**src/design/nst_pkg.sv**
```systemverilog
package nst_pkg;

    localparam int TABLE_ENTRIES = 16;
    localparam int NAME_W        = 32;
    localparam int COUNT_W       = 32;
    localparam int HANDLE_W      = 7;

    typedef enum logic [1:0]
    {
        FUNC_OPEN  = 2'd0,
        FUNC_CLOSE = 2'd1,
        FUNC_UP    = 2'd2,
        FUNC_DOWN  = 2'd3
    } func_t;

    typedef enum logic [1:0]
    {
        ST_OK   = 2'd0,
        ST_FAIL = 2'd1,
        ST_WAIT = 2'd2
    } status_t;

    // request held while the cells work on it
    typedef struct packed
    {
        func_t                      func;
        logic signed [NAME_W-1:0]   sem_name;
        logic signed [COUNT_W-1:0]  init_value;
    } req_t;

    // control broadcast from the top level to every cell
    typedef struct packed
    {
        logic fire;
        logic open_ok;
    } cell_ctl_t;

    // summary passed from one cell to the next
    typedef struct packed
    {
        logic                free_seen;
        logic                hit;
        logic                zero;
        logic [HANDLE_W-1:0] handle;
    } cell_link_t;

endpackage

```
**src/design/nst_req_if.sv**
```systemverilog
interface nst_req_if;
    import nst_pkg::*;

    logic                       valid;
    logic                       ready;
    logic [1:0]                 func;
    logic signed [NAME_W-1:0]   sem_name;
    logic signed [COUNT_W-1:0]  init_value;

    modport source
    (
        output valid,
        output func,
        output sem_name,
        output init_value,
        input  ready
    );

    modport sink
    (
        input  valid,
        input  func,
        input  sem_name,
        input  init_value,
        output ready
    );
endinterface

```
**src/design/nst_rsp_if.sv**
```systemverilog
interface nst_rsp_if;
    import nst_pkg::*;

    logic                valid;
    logic                ready;
    logic [1:0]          status;
    logic [HANDLE_W-1:0] handle;
    logic                wake_waiters;

    modport source
    (
        output valid,
        output status,
        output handle,
        output wake_waiters,
        input  ready
    );

    modport sink
    (
        input  valid,
        input  status,
        input  handle,
        input  wake_waiters,
        output ready
    );
endinterface

```
**src/design/named_semaphore_table.sv**
```systemverilog
// flow: an accepted request waits in the request register, which holds one item
//   while the cell row resolves it; its result is registered and offered as a result
//   beat once the result register can take it; then the next request beat is taken
// reset: rst_n clears every entry's valid flag and the handshake state at once;
//   entry names and counts are not reset and are only read behind a valid flag
module named_semaphore_table
(
    input  logic      clk,
    input  logic      rst_n,
    nst_req_if.sink   req,
    nst_rsp_if.source rsp
);
    import nst_pkg::*;

    // request register and its occupancy flag
    req_t        req_reg;
    logic        busy_reg;
    logic        busy_next;

    // result register toward the response channel
    logic        out_valid_reg;
    logic        out_valid_next;
    status_t     status_reg;
    status_t     status_next;
    logic [HANDLE_W-1:0] handle_reg;
    logic [HANDLE_W-1:0] handle_next;
    logic        wake_reg;
    logic        wake_next;

    logic        accept;
    logic        fire;
    cell_ctl_t   ctl;
    cell_link_t  link [TABLE_ENTRIES+1];
    cell_link_t  summary;

    assign req.ready = !busy_reg;
    assign accept    = req.valid && !busy_reg;
    // resolve the held request once the result register can take it
    assign fire      = busy_reg && (!out_valid_reg || rsp.ready);

    assign link[0] = '0;
    assign summary = link[TABLE_ENTRIES];

    // an open commits only for a new name with a free entry somewhere
    assign ctl.fire    = fire;
    assign ctl.open_ok = !summary.hit && summary.free_seen;

    // row of entry cells; the lowest free entry is the first one whose
    // incoming summary has seen no free entry yet
    for (genvar i = 0; i < TABLE_ENTRIES; i++)
    begin : g_cell
        nst_cell u_cell
        (
            .clk      (clk),
            .rst_n    (rst_n),
            .req      (req_reg),
            .ctl      (ctl),
            .slot     (HANDLE_W'(i + 1)),
            .link_in  (link[i]),
            .link_out (link[i+1])
        );
    end

    // response decode from the row summary
    always_comb
    begin
        busy_next      = busy_reg;
        out_valid_next = out_valid_reg;
        status_next    = status_reg;
        handle_next    = handle_reg;
        wake_next      = wake_reg;

        if (out_valid_reg && rsp.ready)
            out_valid_next = 1'b0;

        if (accept)
            busy_next = 1'b1;

        if (fire)
        begin
            busy_next      = 1'b0;
            out_valid_next = 1'b1;
            status_next    = ST_FAIL;
            handle_next    = '0;
            wake_next      = 1'b0;
            case (req_reg.func)
                FUNC_OPEN:
                begin
                    if (ctl.open_ok)
                    begin
                        status_next = ST_OK;
                        handle_next = summary.handle;
                    end
                end
                FUNC_CLOSE:
                begin
                    if (summary.hit)
                        status_next = ST_OK;
                end
                FUNC_UP:
                begin
                    if (summary.hit)
                    begin
                        status_next = ST_OK;
                        wake_next   = 1'b1;
                    end
                end
                FUNC_DOWN:
                begin
                    // zero count: caller must retry later
                    if (summary.hit)
                        status_next = summary.zero ? ST_WAIT : ST_OK;
                end
                default:
                begin
                    status_next = ST_FAIL;
                end
            endcase
        end
    end

    always_ff @(posedge clk or negedge rst_n)
    begin
        if (!rst_n)
        begin
            busy_reg      <= 1'b0;
            out_valid_reg <= 1'b0;
        end
        else
        begin
            busy_reg      <= busy_next;
            out_valid_reg <= out_valid_next;
        end
    end

    always_ff @(posedge clk)
    begin
        if (accept)
        begin
            req_reg.func       <= func_t'(req.func);
            req_reg.sem_name   <= req.sem_name;
            req_reg.init_value <= req.init_value;
        end
        status_reg <= status_next;
        handle_reg <= handle_next;
        wake_reg   <= wake_next;
    end

    assign rsp.valid        = out_valid_reg;
    assign rsp.status       = status_reg;
    assign rsp.handle       = handle_reg;
    assign rsp.wake_waiters = wake_reg;

    // a resolved request always shows up as a result beat
    a_fire_gives_beat: assert property (@(posedge clk) disable iff (!rst_n)
        fire |=> rsp.valid)
        else $error("resolved request produced no result beat");

    // a held request is never dropped before it is resolved
    a_hold_request: assert property (@(posedge clk) disable iff (!rst_n)
        busy_reg && !fire |=> busy_reg)
        else $error("held request lost");

    // a successful open always reports a real entry handle
    a_open_handle: assert property (@(posedge clk) disable iff (!rst_n)
        fire && req_reg.func == FUNC_OPEN && ctl.open_ok
        |=> rsp.status == ST_OK && rsp.handle != '0)
        else $error("open succeeded without a handle");

    // must-wait answers carry no handle and wake nobody
    a_wait_clean: assert property (@(posedge clk) disable iff (!rst_n)
        rsp.valid && rsp.status == ST_WAIT |-> !rsp.wake_waiters && rsp.handle == '0)
        else $error("must-wait result carries stray fields");
endmodule

```
**src/design/nst_cell.sv**
```systemverilog
module nst_cell
(
    input  logic                         clk,
    input  logic                         rst_n,
    input  nst_pkg::req_t                req,
    input  nst_pkg::cell_ctl_t           ctl,
    input  logic [nst_pkg::HANDLE_W-1:0] slot,
    input  nst_pkg::cell_link_t          link_in,
    output nst_pkg::cell_link_t          link_out
);
    import nst_pkg::*;

    logic                       valid_reg;
    logic                       valid_next;
    logic [NAME_W-1:0]          name_reg;
    logic [NAME_W-1:0]          name_next;
    logic [COUNT_W-1:0]         count_reg;
    logic [COUNT_W-1:0]         count_next;
    logic                       my_hit;
    logic                       my_first_free;
    logic                       count_zero;

    assign my_hit        = valid_reg && (name_reg == NAME_W'(req.sem_name));
    assign my_first_free = !valid_reg && !link_in.free_seen;
    assign count_zero    = (count_reg == '0);

    // fold this entry into the running summary
    always_comb
    begin
        link_out.free_seen = link_in.free_seen | !valid_reg;
        link_out.hit       = link_in.hit | my_hit;
        link_out.zero      = link_in.zero | (my_hit & count_zero);
        link_out.handle    = link_in.handle | (my_first_free ? slot : '0);
    end

    always_comb
    begin
        valid_next = valid_reg;
        name_next  = name_reg;
        count_next = count_reg;
        if (ctl.fire)
        begin
            case (req.func)
                FUNC_OPEN:
                begin
                    if (ctl.open_ok && my_first_free)
                    begin
                        valid_next = 1'b1;
                        name_next  = NAME_W'(req.sem_name);
                        count_next = COUNT_W'(req.init_value);
                    end
                end
                FUNC_CLOSE:
                begin
                    if (my_hit)
                        valid_next = 1'b0;
                end
                FUNC_UP:
                begin
                    if (my_hit && (count_zero || count_reg[COUNT_W-1]))
                        count_next = count_reg + COUNT_W'(1);
                end
                FUNC_DOWN:
                begin
                    if (my_hit && !count_zero && !count_reg[COUNT_W-1])
                        count_next = count_reg - COUNT_W'(1);
                end
                default:
                begin
                    valid_next = valid_reg;
                end
            endcase
        end
    end

    always_ff @(posedge clk or negedge rst_n)
    begin
        if (!rst_n)
            valid_reg <= 1'b0;
        else
            valid_reg <= valid_next;
    end

    always_ff @(posedge clk)
    begin
        name_reg  <= name_next;
        count_reg <= count_next;
    end
endmodule

```
**src/flat_wrapper.sv**
```systemverilog
// flat-port wrapper written by rule: the top's interface ports become plain ports
module named_semaphore_table_flat import nst_pkg::*;
  (clk, rst_n, req_valid, req_func, req_sem_name, req_init_value, req_ready, rsp_valid, rsp_status, rsp_handle, rsp_wake_waiters, rsp_ready);
  nst_req_if req_i ();
  nst_rsp_if rsp_i ();
  input  logic clk;
  input  logic rst_n;
  input wire logic [$bits(req_i.valid)-1:0] req_valid;
  input wire logic [$bits(req_i.func)-1:0] req_func;
  input wire logic [$bits(req_i.sem_name)-1:0] req_sem_name;
  input wire logic [$bits(req_i.init_value)-1:0] req_init_value;
  output wire logic [$bits(req_i.ready)-1:0] req_ready;
  output wire logic [$bits(rsp_i.valid)-1:0] rsp_valid;
  output wire logic [$bits(rsp_i.status)-1:0] rsp_status;
  output wire logic [$bits(rsp_i.handle)-1:0] rsp_handle;
  output wire logic [$bits(rsp_i.wake_waiters)-1:0] rsp_wake_waiters;
  input wire logic [$bits(rsp_i.ready)-1:0] rsp_ready;
  assign req_i.valid = req_valid;
  assign req_i.func = req_func;
  assign req_i.sem_name = req_sem_name;
  assign req_i.init_value = req_init_value;
  assign req_ready = req_i.ready;
  assign rsp_valid = rsp_i.valid;
  assign rsp_status = rsp_i.status;
  assign rsp_handle = rsp_i.handle;
  assign rsp_wake_waiters = rsp_i.wake_waiters;
  assign rsp_i.ready = rsp_ready;
  named_semaphore_table u_core (.clk(clk), .rst_n(rst_n), .req(req_i), .rsp(rsp_i));
endmodule
```
**config.mk**
```make
export PLATFORM = sky130hd
export DESIGN_NAME = named_semaphore_table_flat
export DESIGN_NICKNAME = d
export VERILOG_FILES = /design/src/design/nst_pkg.sv /design/src/design/nst_req_if.sv /design/src/design/nst_rsp_if.sv /design/src/design/named_semaphore_table.sv /design/src/design/nst_cell.sv /design/src/flat_wrapper.sv
export SDC_FILE = /design/constraint.sdc
export NUM_CORES = 2
export LEC_CHECK = 0
export BUFFER_PORTS_ARGS = -buffer_cell sky130_fd_sc_hd__buf_4
export CAP_MARGIN = 40
export CORE_MARGIN = 4
export CORE_UTILIZATION = 35
export CTS_BUF_LIST = sky130_fd_sc_hd__clkbuf_4 sky130_fd_sc_hd__clkbuf_8
export CTS_CLUSTER_DIAMETER = 60
export DETAILED_ROUTE_END_ITERATION = 6
export SYNTH_ARGS = -nofsm -noshare
export SYNTH_HDL_FRONTEND = slang
export SYNTH_HIERARCHICAL = 1
export SYNTH_SLANG_ARGS = --single-unit
```
**constraint.sdc**
```tcl
create_clock -name clk -period 8 [get_ports clk]
set_input_delay 0.8 -clock clk [delete_from_list [all_inputs] [get_ports clk]]
set_output_delay 0.8 -clock clk [all_outputs]
set_load 0.02 [all_outputs]
```
==> summary.md <==
| Metric | Value |
|---|---|
| Outcome | completed |
| Gpl congestion | 0.902 |
| Syn Inst Count | 8494 |
| Post-DP HPWL | 178000 µm |
| Post-CTS resize count | 0 |
| Max incr delay on CP | 0.64 ns |
| Die ar. | 0.241 mm² |
| Worst Path Arrival | 8.13 ns |
| DRT antenna net count | 0 |
| Clock sinks | 1118 |
| Die span in y | 491 µm |
| CTS tree | done |
| DIE WIDTH | 491 µm |
| 1st-pass router iterations | 6 |
| Flop2flop setup slack | 0.46 ns |
| Final-report setup violation count | 0 |
| Post-layout instance area | 0.0908 mm² |
| # port buffers | 81 |
| Max clock buf depth | 3 |
| Final min period | 7.54 ns |
| # nets final | 8609 |
| Initial antenna violation count | 25 |
| Req. time, crit path | 8.59 ns |
| Final Cycle Share | 94.3% |
| DP Cell Count | 11300 |
| FF-to-FF End | u_core/g_cell[0].u_cell/count_reg[27] |
| Fin Setup TNS | 0 ns |
| DRC Markers | 0 |
| Clock Latency Late Sink | 0.99 ns |
| R2R cell count | 25 |
| Num CTS Buffers | 208 |
| Synth async-reset ratio | 1.61% |
| Routed wire length | 275000 µm |
| Peak supply drop | 0.130 mV |
| Initial Util | 35.2% |
| PwrDens | 166 mW/mm² |
| First-pass GRT wire length | 414000 µm |
| First DRT Iteration DRCs | 7870 |
| Worst path slowest cell | and2b_2 |
| Fmax | 133 MHz |
| Worst path most repeated cell | or2_2 |
| H-tree Lvls | 4 |
| Hold path endpoint | u_core/rsp.valid |
| Drt wl/cell | 23.4 µm |
| Mapped cell area | 0.0818 mm² |
| Share of cells above drive strength 1 | 13.1% |
| Post-route setup slack | 0.459 ns |
| Setup crit start | u_core/req_reg[48] |
| Worst Path Max Fanout | 32 |
| Vias in the first global route | 66400 |
| FILL cells | 22900 |
| Mapped Avg Cell Area | 9.63 µm² |
| CORE AREA | 0.233 mm² |
| Hold Path Class | primary input to flop |
| Hold path depth | 3 |
| Distinct cell type count after synthesis | 101 |
| Power, Total | 0.0151 W |
| Via density | 6.04 |
| Leakage power | 29.5 nW |
| Pins Over Slew Limit | 0 |
| # rows | 177 |
| Yosys Warn Count | 6 |
| Top FF cell, synth | edfxtp_1 |
| IO Pins | 82 |
| Unrepaired setup endpoints after global routing | false |
| Hold Vio Cnt, Final | 0 |
| Worst r2r src | u_core/req_reg[48] |
| Global Route Usage Sum | 21.6% |
| Sequential cell area fraction in the yosys report | 40.9% |
| Critical path class | flop to flop |
| Placed instance area | 0.0858 mm² |
| Clock slew at reported path FFs | 0.06 ns |
| Place WS | 0.542 ns |
| Worst-margin pin slew | 1.21 ns |
| Non-Filler Instances | 11700 |
| Area Growth Syn to Fin | 11.0% |
| Worst slew margin | 19.5% |
| Seq cells post-synth | 1118 |
| Vias after detailed routing | 70900 |
| Overflow after GRT | 0 |
| EDFF count, synth | 1100 |
| Min-delay src | rsp_ready |
| Root Driver | clkbuf_8 |
| Largest net degree at the start of global routing | 123 |
| Max Cap Viol | 0 |
| Kind of end point of the critical path | flop |
| Setup crit start kind | flop |
| Worst clock skew | 0.0776 ns |
-- stage by stage --
stage | util (%) | hold WS, ns
final | 39.0 | 0.156
after global routing | 39.0 | 0.125
after CTS | 39.0 | 0.0105
after detailed placement | 36.9 | 0.525
after global placement | 36.8 | 0.522
after floorplan | - | 0.504
-- layout by cell type (no fill, tap or decap), drive strengths merged, types with 41 or more instances in the layout --
master       instances
edfxtp            1100
nor2               651
xnor2              592
xor2               572
nand2              472
a21oi              314
buf                306
o21ai              301
nor4               299
nand3              295
clkbuf             273
nor3               262
or3                196
a31oi              194
mux2               185
or4                173
nand4              144
or2                140
inv                134
a21o               128
and3               124
conb               123
o31ai               87
and2                81
clkinv              77
a21boi              71
dlygate4sd3         67
o22ai               65
a22oi               60
o41ai               53
o311ai              53
a211o               52
o2111ai             51
nand2b              50
nor2b               50
o21a                48
o221ai              42
o21bai              41
-- report_power, final --
part / switching [W] / internal, W / total (W)
Clock: 0.00271 / 0.00319 / 0.00590
Sequential: 0.000128 / 0.00661 / 0.00674
Combinational: 0.00155 / 0.000905 / 0.00245
-- worst max path at each step --
stage	slack, ns	to	depth (start not counted)
final	0.46	u_core/g_cell[0].u_cell/count_reg[27]	25
after detailed placement	0.54	u_core/g_cell[0].u_cell/count_reg[22]	25
after CTS	0.54	u_core/g_cell[0].u_cell/count_reg[27]	25
after global routing	0.21	u_core/g_cell[0].u_cell/count_reg[30]	25
after global placement	0.56	u_core/g_cell[0].u_cell/count_reg[30]	26
after floorplan	0.20	u_core/g_cell[14].u_cell/count_reg[0]	26
-- cell families after synthesis --
family	count (synthesis)	synth area share, %
AO/OA/AOI/OAI	2037	18.3
XOR/XNOR	1164	12.5
adder cells (fa/ha/maj)	20	0.306
buffers and inverters	813	4.31
flip-flops	1118	40.9
multiplexers	220	3.05
other	2	0.00918
AND/OR/NAND/NOR	3120	20.6
-- what timing repair did --
item	CTS	global route
buffers inserted	0	0
hold buffers	67	0
hold endpoints to repair	84	0
-- worst max-delay path: cells and delay by family (launching register included) --
family                 cells  cell delay [ns]
AO/OA/AOI/OAI              2             0.40
XOR/XNOR                   1             0.36
buffers and inverters      1             0.41
flip-flops                 1             0.47
AND/OR/NAND/NOR           21             5.50
-- synth_stat cells, types with 128 or more instances --
cell type / count / area, µm²
edfxtp_1: 1100 / 33000
nor2_1: 651 / 2440
xnor2_1: 592 / 5180
xor2_1: 568 / 4970
nand2_1: 472 / 1770
clkbuf_1: 379 / 1420
a21oi_1: 314 / 1570
o21ai_0: 300 / 1500
nor4_1: 299 / 1870
nand3_1: 295 / 1480
nor3_1: 262 / 1310
a31oi_1: 194 / 1210
or3_1: 170 / 1060
mux2_2: 165 / 1860
or4_1: 151 / 1130
buf_2: 150 / 751
nand4_1: 144 / 901
a21o_1: 128 / 961
-- area by class of cell --
cell class	count	area, µm²	share of cell area (%)
Timing Repair Buffer	381	3220	3.54
Multi-Input combinational cell	6684	45500	50.1
Antenna cell	7	17.5	0.0193
Inverter	126	473	0.521
Clock inverter	107	970	1.07
Clock buffer	273	3360	3.70
Sequential cell	1118	33500	36.9
Tap cell	3043	3810	4.19
-- per-layer routing --
layer,GRT usage (%),part of all wire [%],vias to the layer above
met2,33.0,44,3196
met3,4.16,8.5,566
li1,-,-,32500
met5,0,0.029,-
met4,9.54,4.4,12
met1,29.7,43,34600
(Power assumes the default switching activity.)
